File: config.mk
export PLATFORM = sky130hd
export DESIGN_NAME = packet_reorder_jitter_buffer_flat
export DESIGN_NICKNAME = d
export VERILOG_FILES = /design/src/rtl/prjb_pkg.sv /design/src/rtl/prjb_if.sv /design/src/rtl/prjb_ram.sv /design/src/rtl/prjb_stats.sv /design/src/rtl/packet_reorder_jitter_buffer.sv /design/src/flat_wrapper.sv
export SDC_FILE = /design/constraint.sdc
export NUM_CORES = 2
export LEC_CHECK = 0
export ABC_AREA = 1
export BUFFER_PORTS_ARGS = -buffer_cell sky130_fd_sc_hd__buf_2
export CAP_MARGIN = 20
export CORE_ASPECT_RATIO = 1.1
export CORE_MARGIN = 4
export CORE_UTILIZATION = 60
export CTS_CLUSTER_SIZE = 25
export DETAILED_ROUTE_END_ITERATION = 10
export PLACE_DENSITY = 0.76
export SLEW_MARGIN = 20
export SYNTH_ARGS = -nofsm -noshare
export SYNTH_HDL_FRONTEND = slang
export SYNTH_HIERARCHICAL = 1
export SYNTH_SLANG_ARGS = --single-unit
File: constraint.sdc
create_clock -name clock -period 9.05 [get_ports clock]
set_clock_uncertainty 0.2 [all_clocks]
set_input_delay 0 -clock clock [delete_from_list [all_inputs] [get_ports clock]]
set_output_delay 0 -clock clock [all_outputs]
set_load 0.01 [all_outputs]
File: src/rtl/prjb_pkg.sv
`default_nettype none
// ----------------------------------------------------------------------------
// prjb_pkg
// Shared constants, codes and types of the packet reorder jitter buffer.
// ----------------------------------------------------------------------------
package prjb_pkg;

   localparam int QUEUE_DEPTH   = 64;
   localparam int SEQ_BITS      = 32;
   localparam int TAG_BITS      = 8;
   localparam int IDX_BITS      = $clog2(QUEUE_DEPTH);
   localparam int CNT_BITS      = $clog2(QUEUE_DEPTH + 1);
   localparam int STAT_BITS     = 32;
   localparam int GAP_BITS      = 16;
   localparam int NUM_STATS     = 9;
   localparam int STAT_IDX_BITS = 4;
   localparam int CMD_BITS      = 2;
   localparam int STATUS_BITS   = 3;
   localparam int ENTRY_BITS    = SEQ_BITS + TAG_BITS + 1;

   localparam logic [CMD_BITS-1:0] CMD_PUSH = 2'd0;
   localparam logic [CMD_BITS-1:0] CMD_POP  = 2'd1;
   localparam logic [CMD_BITS-1:0] CMD_READ = 2'd2;
   localparam logic [CMD_BITS-1:0] CMD_NONE = 2'd3;

   localparam logic [STATUS_BITS-1:0] STATUS_OK    = 3'd0;
   localparam logic [STATUS_BITS-1:0] STATUS_FILL  = 3'd1;
   localparam logic [STATUS_BITS-1:0] STATUS_LATE  = 3'd2;
   localparam logic [STATUS_BITS-1:0] STATUS_DUP   = 3'd3;
   localparam logic [STATUS_BITS-1:0] STATUS_FULL  = 3'd4;
   localparam logic [STATUS_BITS-1:0] STATUS_EMPTY = 3'd5;
   localparam logic [STATUS_BITS-1:0] STATUS_READ  = 3'd6;

   localparam int STAT_LATE   = 0;
   localparam int STAT_DROP   = 1;
   localparam int STAT_OOO    = 2;
   localparam int STAT_DUP    = 3;
   localparam int STAT_HEAL   = 4;
   localparam int STAT_PUSH   = 5;
   localparam int STAT_POP    = 6;
   localparam int STAT_MAXGAP = 7;
   localparam int STAT_SPAN   = 8;

   typedef struct packed {
      logic [SEQ_BITS-1:0] seq;
      logic [TAG_BITS-1:0] tag;
      logic                fec;
   } entry_type;

   typedef struct packed {
      logic [NUM_STATS-1:0] bump;
      logic                 gap_en;
      logic [GAP_BITS-1:0]  gap;
      logic                 span_en;
      logic [SEQ_BITS-1:0]  span;
   } stat_upd_type;

endpackage
`default_nettype wire

File: src/rtl/prjb_if.sv
`default_nettype none
// ----------------------------------------------------------------------------
// prjb_if
// Request and response channel interfaces with valid/ready handshake.
// ----------------------------------------------------------------------------
interface prjb_req_if;
   logic                                   valid;
   logic                                   ready;
   logic [prjb_pkg::CMD_BITS-1:0]          cmd;
   logic [prjb_pkg::SEQ_BITS-1:0]          seq;
   logic [prjb_pkg::TAG_BITS-1:0]          tag;
   logic                                   fec;
   logic [prjb_pkg::STAT_IDX_BITS-1:0]     stat_index;

   modport source (output valid, cmd, seq, tag, fec, stat_index, input ready);
   modport sink   (input valid, cmd, seq, tag, fec, stat_index, output ready);
endinterface

interface prjb_rsp_if;
   logic                                   valid;
   logic                                   ready;
   logic [prjb_pkg::STATUS_BITS-1:0]       status;
   logic [prjb_pkg::SEQ_BITS-1:0]          seq_out;
   logic [prjb_pkg::TAG_BITS-1:0]          tag_out;
   logic                                   fill_in;
   logic                                   healed;
   logic                                   silent;
   logic [prjb_pkg::STAT_BITS-1:0]         stat_value;
   logic [prjb_pkg::CNT_BITS-1:0]          queue_count;

   modport source (output valid, status, seq_out, tag_out, fill_in, healed, silent,
                   stat_value, queue_count, input ready);
   modport sink   (input valid, status, seq_out, tag_out, fill_in, healed, silent,
                   stat_value, queue_count, output ready);
endinterface
`default_nettype wire

File: src/rtl/prjb_ram.sv
`default_nettype none
// ----------------------------------------------------------------------------
// prjb_ram
// Generic single write, single read RAM with registered read data.
// ----------------------------------------------------------------------------
module prjb_ram #(
   parameter int WIDTH = 8,
   parameter int DEPTH = 16
) (
   input  wire logic                     clock,
   input  wire logic                     we,
   input  wire logic [$clog2(DEPTH)-1:0] waddr,
   input  wire logic [WIDTH-1:0]         wdata,
   input  wire logic [$clog2(DEPTH)-1:0] raddr,
   output logic      [WIDTH-1:0]         rdata
);
   logic [WIDTH-1:0] mem_ff [DEPTH];

   always_ff @(posedge clock) begin
      if (we) begin
         mem_ff[waddr] <= wdata;
      end
      rdata <= mem_ff[raddr];
   end
endmodule
`default_nettype wire

File: src/rtl/prjb_stats.sv
`default_nettype none
// ----------------------------------------------------------------------------
// prjb_stats
// Bank of saturating statistics counters with max-tracking entries.
// ----------------------------------------------------------------------------
module prjb_stats (
   input  wire logic                               clock,
   input  wire logic                               reset,
   input  wire prjb_pkg::stat_upd_type             upd,
   input  wire logic [prjb_pkg::STAT_IDX_BITS-1:0] rd_index,
   output logic      [prjb_pkg::STAT_BITS-1:0]     rd_value
);
   import prjb_pkg::*;

   localparam logic [STAT_BITS-1:0] STAT_MAX = '1;

   logic [STAT_BITS-1:0] cnt_ff [NUM_STATS];
   logic [STAT_BITS-1:0] cnt_in [NUM_STATS];
   logic [SEQ_BITS+STAT_BITS-1:0] span_wide;
   logic [STAT_BITS-1:0] span_sat;
   logic [STAT_BITS-1:0] gap_ext;

   always_comb begin
      span_wide = {{STAT_BITS{1'b0}}, upd.span};
      span_sat  = (span_wide > {{SEQ_BITS{1'b0}}, STAT_MAX}) ? STAT_MAX
                                                             : span_wide[STAT_BITS-1:0];
      gap_ext   = {{(STAT_BITS-GAP_BITS){1'b0}}, upd.gap};
      for (int i = 0; i < NUM_STATS; i++) begin
         cnt_in[i] = cnt_ff[i];
         if (upd.bump[i] && cnt_ff[i] != STAT_MAX) begin
            cnt_in[i] = cnt_ff[i] + 1'b1;
         end
      end
      if (upd.gap_en && gap_ext > cnt_ff[STAT_MAXGAP]) begin
         cnt_in[STAT_MAXGAP] = gap_ext;
      end
      if (upd.span_en && span_sat > cnt_ff[STAT_SPAN]) begin
         cnt_in[STAT_SPAN] = span_sat;
      end
   end

   always_ff @(posedge clock) begin
      for (int i = 0; i < NUM_STATS; i++) begin
         if (reset) begin
            cnt_ff[i] <= '0;
         end else begin
            cnt_ff[i] <= cnt_in[i];
         end
      end
   end

   always_comb begin
      rd_value = '0;
      for (int i = 0; i < NUM_STATS; i++) begin
         if (rd_index == STAT_IDX_BITS'(i)) begin
            rd_value = cnt_ff[i];
         end
      end
   end
endmodule
`default_nettype wire

File: src/rtl/packet_reorder_jitter_buffer.sv
`default_nettype none
// ----------------------------------------------------------------------------
// packet_reorder_jitter_buffer
// Reorder buffer keyed by sequence number; entries held in one RAM, scanned
// one slot per cycle for duplicate, free slot and lowest sequence number.
// ----------------------------------------------------------------------------
// push and pop: the scan visits every slot of the entry RAM over its read port,
//   then the drain and finish states; the response is registered in finish
// counter read: response registered in the cycle after the request; unused command: none
// one request at a time; the next is taken once the pending response is accepted
// reset: synchronous, clears valid bits, counters and sequence tracking
// ----------------------------------------------------------------------------
module packet_reorder_jitter_buffer (
   input  wire logic  clock,
   input  wire logic  reset,
   prjb_req_if.sink   req_ch,
   prjb_rsp_if.source rsp_ch
);
   import prjb_pkg::*;

   localparam logic [1:0] S_IDLE   = 2'd0;
   localparam logic [1:0] S_SCAN   = 2'd1;
   localparam logic [1:0] S_DRAIN  = 2'd2;
   localparam logic [1:0] S_FINISH = 2'd3;
   localparam logic [IDX_BITS-1:0] LAST_IDX = IDX_BITS'(QUEUE_DEPTH - 1);
   localparam logic [GAP_BITS-1:0] GAP_MAX  = '1;

   logic [1:0] state_ff, state_in;
   logic [QUEUE_DEPTH-1:0] valid_ff, valid_in;
   logic [CNT_BITS-1:0] count_ff, count_in;
   logic [IDX_BITS-1:0] scan_idx_ff, scan_idx_in;
   logic pend_ff, pend_in;
   logic [IDX_BITS-1:0] pend_idx_ff, pend_idx_in;

   logic [CMD_BITS-1:0] cmd_ff, cmd_in;
   logic [SEQ_BITS-1:0] seq_ff, seq_in;
   logic [TAG_BITS-1:0] tag_ff, tag_in;
   logic fec_ff, fec_in;

   logic dup_ff, dup_in;
   logic free_found_ff, free_found_in;
   logic [IDX_BITS-1:0] free_idx_ff, free_idx_in;
   logic head_found_ff, head_found_in;
   logic [IDX_BITS-1:0] head_idx_ff, head_idx_in;
   logic [SEQ_BITS-1:0] head_seq_ff, head_seq_in;
   logic [TAG_BITS-1:0] head_tag_ff, head_tag_in;
   logic head_fec_ff, head_fec_in;

   logic [SEQ_BITS-1:0] last_popped_ff, last_popped_in;
   logic popped_any_ff, popped_any_in;
   logic [SEQ_BITS-1:0] last_pushed_ff, last_pushed_in;
   logic [GAP_BITS-1:0] gap_ff, gap_in;

   logic rsp_valid_ff, rsp_valid_in;
   logic [STATUS_BITS-1:0] status_ff, status_in;
   logic [SEQ_BITS-1:0] seq_out_ff, seq_out_in;
   logic [TAG_BITS-1:0] tag_out_ff, tag_out_in;
   logic fill_in_ff, fill_in_in;
   logic healed_ff, healed_in;
   logic silent_ff, silent_in;
   logic [STAT_BITS-1:0] stat_value_ff, stat_value_in;
   logic [CNT_BITS-1:0] queue_count_ff, queue_count_in;

   logic accept;
   logic ram_we;
   entry_type ram_wdata, ram_rdata;
   logic [IDX_BITS-1:0] ram_raddr;
   stat_upd_type stat_upd;
   logic [STAT_BITS-1:0] stat_rd_value;
   logic [SEQ_BITS-1:0] next_seq, fill_seq;
   logic [GAP_BITS-1:0] gap_next;

   assign req_ch.ready = (state_ff == S_IDLE) && (!rsp_valid_ff || rsp_ch.ready);
   assign accept       = req_ch.valid && req_ch.ready;

   prjb_ram #(
      .WIDTH (ENTRY_BITS),
      .DEPTH (QUEUE_DEPTH)
   ) u_entry_ram (
      .clock (clock),
      .we    (ram_we),
      .waddr (free_idx_ff),
      .wdata (ram_wdata),
      .raddr (ram_raddr),
      .rdata (ram_rdata)
   );

   prjb_stats u_stats (
      .clock    (clock),
      .reset    (reset),
      .upd      (stat_upd),
      .rd_index (req_ch.stat_index),
      .rd_value (stat_rd_value)
   );

   always_comb begin
      state_in       = state_ff;
      valid_in       = valid_ff;
      count_in       = count_ff;
      scan_idx_in    = scan_idx_ff;
      pend_in        = 1'b0;
      pend_idx_in    = scan_idx_ff;
      cmd_in         = cmd_ff;
      seq_in         = seq_ff;
      tag_in         = tag_ff;
      fec_in         = fec_ff;
      dup_in         = dup_ff;
      free_found_in  = free_found_ff;
      free_idx_in    = free_idx_ff;
      head_found_in  = head_found_ff;
      head_idx_in    = head_idx_ff;
      head_seq_in    = head_seq_ff;
      head_tag_in    = head_tag_ff;
      head_fec_in    = head_fec_ff;
      last_popped_in = last_popped_ff;
      popped_any_in  = popped_any_ff;
      last_pushed_in = last_pushed_ff;
      gap_in         = gap_ff;
      rsp_valid_in   = rsp_valid_ff && !rsp_ch.ready;
      status_in      = status_ff;
      seq_out_in     = seq_out_ff;
      tag_out_in     = tag_out_ff;
      fill_in_in     = fill_in_ff;
      healed_in      = healed_ff;
      silent_in      = silent_ff;
      stat_value_in  = stat_value_ff;
      queue_count_in = queue_count_ff;
      ram_we         = 1'b0;
      ram_raddr      = scan_idx_ff;
      ram_wdata      = '{seq: seq_ff, tag: tag_ff, fec: fec_ff};
      stat_upd       = '0;
      next_seq       = last_popped_ff + 1'b1;
      fill_seq       = next_seq;
      gap_next       = (gap_ff == GAP_MAX) ? gap_ff : gap_ff + 1'b1;

      // fold in the slot read last cycle
      if (pend_ff) begin
         if (valid_ff[pend_idx_ff]) begin
            if (ram_rdata.seq == seq_ff) begin
               dup_in = 1'b1;
            end
            if (!head_found_ff || ram_rdata.seq < head_seq_ff) begin
               head_found_in = 1'b1;
               head_idx_in   = pend_idx_ff;
               head_seq_in   = ram_rdata.seq;
               head_tag_in   = ram_rdata.tag;
               head_fec_in   = ram_rdata.fec;
            end
         end else if (!free_found_ff) begin
            free_found_in = 1'b1;
            free_idx_in   = pend_idx_ff;
         end
      end

      unique case (state_ff)
         S_IDLE: begin
            if (accept) begin
               cmd_in        = req_ch.cmd;
               seq_in        = req_ch.seq;
               tag_in        = req_ch.tag;
               fec_in        = req_ch.fec;
               dup_in        = 1'b0;
               free_found_in = 1'b0;
               head_found_in = 1'b0;
               scan_idx_in   = '0;
               if (req_ch.cmd == CMD_PUSH || req_ch.cmd == CMD_POP) begin
                  state_in = S_SCAN;
               end else if (req_ch.cmd == CMD_READ) begin
                  rsp_valid_in   = 1'b1;
                  status_in      = STATUS_READ;
                  seq_out_in     = '0;
                  tag_out_in     = '0;
                  fill_in_in     = 1'b0;
                  healed_in      = 1'b0;
                  silent_in      = 1'b0;
                  stat_value_in  = stat_rd_value;
                  queue_count_in = count_ff;
               end
            end
         end
         S_SCAN: begin
            pend_in     = 1'b1;
            pend_idx_in = scan_idx_ff;
            if (scan_idx_ff == LAST_IDX) begin
               scan_idx_in = '0;
               state_in    = S_DRAIN;
            end else begin
               scan_idx_in = scan_idx_ff + 1'b1;
            end
         end
         S_DRAIN: begin
            state_in = S_FINISH;
         end
         S_FINISH: begin
            state_in      = S_IDLE;
            rsp_valid_in  = 1'b1;
            seq_out_in    = '0;
            tag_out_in    = '0;
            fill_in_in    = 1'b0;
            healed_in     = 1'b0;
            silent_in     = 1'b0;
            stat_value_in = '0;
            if (cmd_ff == CMD_PUSH) begin
               priority if (popped_any_ff && seq_ff <= last_popped_ff) begin
                  stat_upd.bump[STAT_LATE] = 1'b1;
                  status_in = STATUS_LATE;
               end else if (dup_ff) begin
                  stat_upd.bump[STAT_DUP] = 1'b1;
                  status_in = STATUS_DUP;
               end else if (!free_found_ff) begin
                  status_in = STATUS_FULL;
               end else begin
                  ram_we                = 1'b1;
                  valid_in[free_idx_ff] = 1'b1;
                  count_in              = count_ff + 1'b1;
                  stat_upd.bump[STAT_PUSH] = 1'b1;
                  if (seq_ff < last_pushed_ff) begin
                     stat_upd.bump[STAT_OOO] = 1'b1;
                     stat_upd.span_en        = 1'b1;
                     stat_upd.span           = last_pushed_ff - seq_ff;
                  end
                  last_pushed_in = seq_ff;
                  status_in      = STATUS_OK;
               end
            end else if (!head_found_ff) begin
               status_in = STATUS_EMPTY;
            end else begin
               tag_out_in = head_tag_ff;
               if (!popped_any_ff || next_seq == head_seq_ff) begin
                  valid_in[head_idx_ff] = 1'b0;
                  count_in       = count_ff - 1'b1;
                  last_popped_in = head_seq_ff;
                  popped_any_in  = 1'b1;
                  gap_in         = '0;
                  stat_upd.bump[STAT_POP] = 1'b1;
                  status_in      = STATUS_OK;
                  seq_out_in     = head_seq_ff;
               end else begin
                  if (gap_ff == '0) begin
                     fill_seq = next_seq;
                     if (head_fec_ff) begin
                        healed_in = 1'b1;
                        stat_upd.bump[STAT_HEAL] = 1'b1;
                     end else begin
                        stat_upd.bump[STAT_DROP] = 1'b1;
                     end
                  end else begin
                     fill_seq  = head_seq_ff - 1'b1;
                     silent_in = 1'b1;
                     stat_upd.bump[STAT_DROP] = 1'b1;
                  end
                  last_popped_in  = fill_seq;
                  gap_in          = gap_next;
                  stat_upd.gap_en = 1'b1;
                  stat_upd.gap    = gap_next;
                  status_in       = STATUS_FILL;
                  seq_out_in      = fill_seq;
                  fill_in_in      = 1'b1;
               end
            end
            queue_count_in = count_in;
         end
         default: begin
            state_in = S_IDLE;
         end
      endcase
   end

   always_ff @(posedge clock) begin
      if (reset) begin
         state_ff       <= S_IDLE;
         valid_ff       <= '0;
         count_ff       <= '0;
         scan_idx_ff    <= '0;
         pend_ff        <= 1'b0;
         last_popped_ff <= '0;
         popped_any_ff  <= 1'b0;
         last_pushed_ff <= '0;
         gap_ff         <= '0;
         rsp_valid_ff   <= 1'b0;
      end else begin
         state_ff       <= state_in;
         valid_ff       <= valid_in;
         count_ff       <= count_in;
         scan_idx_ff    <= scan_idx_in;
         pend_ff        <= pend_in;
         last_popped_ff <= last_popped_in;
         popped_any_ff  <= popped_any_in;
         last_pushed_ff <= last_pushed_in;
         gap_ff         <= gap_in;
         rsp_valid_ff   <= rsp_valid_in;
      end
   end

   always_ff @(posedge clock) begin
      pend_idx_ff    <= pend_idx_in;
      cmd_ff         <= cmd_in;
      seq_ff         <= seq_in;
      tag_ff         <= tag_in;
      fec_ff         <= fec_in;
      dup_ff         <= dup_in;
      free_found_ff  <= free_found_in;
      free_idx_ff    <= free_idx_in;
      head_found_ff  <= head_found_in;
      head_idx_ff    <= head_idx_in;
      head_seq_ff    <= head_seq_in;
      head_tag_ff    <= head_tag_in;
      head_fec_ff    <= head_fec_in;
      status_ff      <= status_in;
      seq_out_ff     <= seq_out_in;
      tag_out_ff     <= tag_out_in;
      fill_in_ff     <= fill_in_in;
      healed_ff      <= healed_in;
      silent_ff      <= silent_in;
      stat_value_ff  <= stat_value_in;
      queue_count_ff <= queue_count_in;
   end

   assign rsp_ch.valid       = rsp_valid_ff;
   assign rsp_ch.status      = status_ff;
   assign rsp_ch.seq_out     = seq_out_ff;
   assign rsp_ch.tag_out     = tag_out_ff;
   assign rsp_ch.fill_in     = fill_in_ff;
   assign rsp_ch.healed      = healed_ff;
   assign rsp_ch.silent      = silent_ff;
   assign rsp_ch.stat_value  = stat_value_ff;
   assign rsp_ch.queue_count = queue_count_ff;
endmodule
`default_nettype wire

File: src/flat_wrapper.sv
// flat-port wrapper written by rule: the top's interface ports become plain ports
module packet_reorder_jitter_buffer_flat import prjb_pkg::*;
  (clock, reset, req_ch_valid, req_ch_cmd, req_ch_seq, req_ch_tag, req_ch_fec, req_ch_stat_index, req_ch_ready, rsp_ch_valid, rsp_ch_status, rsp_ch_seq_out, rsp_ch_tag_out, rsp_ch_fill_in, rsp_ch_healed, rsp_ch_silent, rsp_ch_stat_value, rsp_ch_queue_count, rsp_ch_ready);
  prjb_req_if req_ch_i ();
  prjb_rsp_if rsp_ch_i ();
  input  wire logic clock;
  input  wire logic reset;
  input wire logic [$bits(req_ch_i.valid)-1:0] req_ch_valid;
  input wire logic [$bits(req_ch_i.cmd)-1:0] req_ch_cmd;
  input wire logic [$bits(req_ch_i.seq)-1:0] req_ch_seq;
  input wire logic [$bits(req_ch_i.tag)-1:0] req_ch_tag;
  input wire logic [$bits(req_ch_i.fec)-1:0] req_ch_fec;
  input wire logic [$bits(req_ch_i.stat_index)-1:0] req_ch_stat_index;
  output wire logic [$bits(req_ch_i.ready)-1:0] req_ch_ready;
  output wire logic [$bits(rsp_ch_i.valid)-1:0] rsp_ch_valid;
  output wire logic [$bits(rsp_ch_i.status)-1:0] rsp_ch_status;
  output wire logic [$bits(rsp_ch_i.seq_out)-1:0] rsp_ch_seq_out;
  output wire logic [$bits(rsp_ch_i.tag_out)-1:0] rsp_ch_tag_out;
  output wire logic [$bits(rsp_ch_i.fill_in)-1:0] rsp_ch_fill_in;
  output wire logic [$bits(rsp_ch_i.healed)-1:0] rsp_ch_healed;
  output wire logic [$bits(rsp_ch_i.silent)-1:0] rsp_ch_silent;
  output wire logic [$bits(rsp_ch_i.stat_value)-1:0] rsp_ch_stat_value;
  output wire logic [$bits(rsp_ch_i.queue_count)-1:0] rsp_ch_queue_count;
  input wire logic [$bits(rsp_ch_i.ready)-1:0] rsp_ch_ready;
  assign req_ch_i.valid = req_ch_valid;
  assign req_ch_i.cmd = req_ch_cmd;
  assign req_ch_i.seq = req_ch_seq;
  assign req_ch_i.tag = req_ch_tag;
  assign req_ch_i.fec = req_ch_fec;
  assign req_ch_i.stat_index = req_ch_stat_index;
  assign req_ch_ready = req_ch_i.ready;
  assign rsp_ch_valid = rsp_ch_i.valid;
  assign rsp_ch_status = rsp_ch_i.status;
  assign rsp_ch_seq_out = rsp_ch_i.seq_out;
  assign rsp_ch_tag_out = rsp_ch_i.tag_out;
  assign rsp_ch_fill_in = rsp_ch_i.fill_in;
  assign rsp_ch_healed = rsp_ch_i.healed;
  assign rsp_ch_silent = rsp_ch_i.silent;
  assign rsp_ch_stat_value = rsp_ch_i.stat_value;
  assign rsp_ch_queue_count = rsp_ch_i.queue_count;
  assign rsp_ch_i.ready = rsp_ch_ready;
  packet_reorder_jitter_buffer u_core (.clock(clock), .reset(reset), .req_ch(req_ch_i), .rsp_ch(rsp_ch_i));
endmodule
==> summary.txt <==
Drt
  • 1st-pass router iterations: 7
  • Routed length per instance: about 26 microns
  • Vias per cell: 6.233
  • # DRC: 0
  • DR iter-0 viols: 16,136
  • ANT nets after route: 0
  • DRT Wirelength: 472,900 microns
  • Via count: roughly 120k

STA
  • Final Hold Viols: 0
  • Worst relative slew slack: 15.56%
  • RSZ-0062 raised after global routing: no
  • Worst Max-Slew Pin Slew: approximately 1.3 ns
  • Setup TNS: 0 ns
  • Slew Limit Fails: 0
  • Final worst-path cycle share: 73.02%
  • FMAX: 0.1513 GHz
  • Period minus WS final: 6.608 ns
  • Final hold slack: approximately 0.091 ns
  • Final setup viols: 0
  • PnR worst setup slack: 2.442 ns

Clock tree
  • Clock transition at the registers of the reported paths: 0.07 ns
  • Post-CTS Hold Fix Bufs: 102
  • Clk sinks: 3,305
  • TritonCTS Buffers: 336
  • Post-cts sizing count: 0
  • CTS tree: yes
  • Clock root buffer: clkbuf_16
  • Worst-Skew Late Latency: approximately 0.92 ns
  • Setup bufs post-CTS: 0
  • H-tree level count: 5
  • Max clock buf depth: 4

Yosys
  • Post-synthesis cell count: roughly 15,000
  • Post-synthesis sequential area ratio: 63.71%
  • Top_reg_cell synth: edfxtp_1
  • Synth top area share: 56.94%
  • Syn. warnings: 6
  • Synth area leaders: edfxtp_1, nand2_1, nand3_1
  • EDFF count, synth: 2,805
  • Asr flop ratio synth: 0%
  • Avg Cell Area, Syn: 9.927 sq um
  • Yosys reg bits: 3,305
  • Netlist cell types: 63
  • Cell area after synthesis: 147,900 sq um
  • Area leader, netlist: edfxtp_1

Placed design
  • Port bufs: 137
  • Place WS: between 2 and 2.5 ns
  • Routability cong.: 1.021
  • Post-DP HPWL: 282,400 microns

Setup path
  • Critical path launch point type: flip-flop
  • Arr. time, crit path: around 7.2 ns
  • CP max stage delay: 0.67 ns
  • Critical Path RT: just under 10 ns
  • WS Path Type: reg -> reg
  • Crit. End Element: flip-flop
  • Most frequent CP cell: nand2_1
  • CP max stage cell: buf_4
  • Crit-path max FO: 67

Finish
  • Layout cells sized above 1: 6.622%
  • Most common cell after layout, fill and taps aside: nand2_1
  • Most frequent cells in the layout: nand2_1, edfxtp_1, nand3_1
  • Synthesis-to-finish area growth: 10.24%
  • Final core utilization: roughly two thirds
  • Final #Nets: 15,147

Floorplan
  • Row cnt: 190
  • Chip Height: 528.8 microns
  • Initial Util: 60.53%
  • Core outline area: 244,400 sq um
  • Io pins: roughly 140
  • Die X: 481.4 microns
  • Die area: 254,600 sq um

Hold path
  • Worst Hold Class: in -> reg

Global route
  • Global Route Usage Sum: 36.26%
  • First-pass GRT wire length: 689,100 microns
  • Global route overflow: 0
  • Antenna violations before repair: 15
  • Vias in the first global route: 107,513
  • Pin count of the biggest net entering global routing: roughly 190

Power
  • P_leak: around 59 nW
  • VDD IR-drop max: between 0.2 and 0.25 mV
  • Power Density: about 250 nW/um^2

Run status
  • Status: completed

Flow run
  • Max-Cap Viols: 0
metal layers:
metal	GRT usage, %	routed length [microns]	vias up
met4	22.78	35490	10
li1	-	-	51477
met5	0	67	-
met1	47.50	169900	54606
met2	56.42	214800	7549
met3	6.399	52730	1488
power by group:
| part | total (mW) | internal [mW] | switching, mW |
|---|---|---|---|
| clock network | 14.0 | 8.12 | 5.85 |
| registers | 17.8 | 17.4 | 0.344 |
| logic | 8.62 | 2.14 | 6.49 |
flip-flops by register name, indices dropped and copies added (netlist names), 3 cells and up:
signal,count
u_core/u_stats/cnt_ff,288
u_core/gap_ff,16
u_core/rsp_ch.tag_out,8
u_core/head_idx_ff,6
u_core/rsp_ch.stat_value,32
u_core/pend_idx_ff,6
u_core/valid_ff,64
u_core/count_ff,7
u_core/seq_ff,32
u_core/free_idx_ff,6
u_core/rsp_ch.seq_out,32
u_core/last_pushed_ff,32
u_core/head_seq_ff,32
u_core/tag_ff,8
u_core/head_tag_ff,8
u_core/rsp_ch.queue_count,7
u_core/pend_idx_in,6
u_core/last_popped_ff,32
u_core/u_entry_ram/mem_ff,2624
u_core/u_entry_ram/rdata,41
u_core/rsp_ch.status,3
worst paths after layout:
path                                                  start                           end  slack [ns]  depth (start not counted)
worst max-delay path                       u_core/seq_ff[3]  u_core/u_stats/cnt_ff[8][30]        2.44                         29
worst min-delay path                   req_ch_stat_index[3]  u_core/rsp_ch.stat_value[14]        0.09                          8
worst max register to register             u_core/seq_ff[3]  u_core/u_stats/cnt_ff[8][30]        2.44                         29
worst min register to register  u_core/u_entry_ram/rdata[6]         u_core/head_tag_ff[5]        0.20                          0
synthesized netlist by cell type (11+ instances only):
cell type / count
nand2_1: 4488
edfxtp_1: 2805
nand3_1: 2798
nor2_1: 868
inv_1: 725
a21oi_1: 530
dfxtp_1: 500
buf_2: 393
o21ai_0: 319
nor3_1: 223
clkbuf_1: 185
xor2_1: 183
ha_1: 163
nand4_1: 130
buf_1: 69
buf_6: 62
nor4_1: 60
buf_4: 46
o21bai_1: 34
xnor2_1: 31
o22ai_1: 30
a31oi_1: 22
inv_2: 22
o21ai_2: 18
nor2_2: 15
a211oi_1: 12
a221oi_1: 12
nand2_2: 12
nor3b_1: 12
nor3_2: 11
o211ai_1: 11
logic make-up after synthesis:
kind of cell               Yosys count  share of synthesized area [%]
and+or+nand+nor                   8657                          25.09
adders and majority gates          164                          1.392
xor gates and xnor gates           215                          1.282
DFF                               3305                          63.71
AOI/OAI and AO/OA                 1046                          3.875
buffers and inverters             1513                          4.652
other                                1                       0.002535
area by class of cell:
class / instances / area (sq um)
inverter: 752 / 2867
timing repair buffer: 453 / 3563
antenna: 17 / 42.54
sequential: 3305 / 94260
multi-input combinational: 10084 / 47340
fill: 18573 / 81310
clock inverter: 162 / 1795
clock buffer: 435 / 9123
tap: 3264 / 4084
metrics by stage:
stage	area, sq um	power, mW	std cells
2_1_floorplan	147900	23.73	14902
3_3_place_gp	151100	26.18	17754
3_5_place_dp	151100	26.35	17754
4_1_cts	163000	40.17	18453
5_1_grt	163000	41.77	18456
6_report	163100	40.35	18472
worst max-delay path: cells and delay by family (launching register included):
family / cells / cell delay, ns
flip-flops: 1 / 0.33
buffers and inverters: 7 / 2.12
AND/OR/NAND/NOR: 11 / 1.22
AO/OA/AOI/OAI: 9 / 1.99
adder cells (fa/ha/maj): 2 / 0.65
Power figures use the tool's default switching activity.
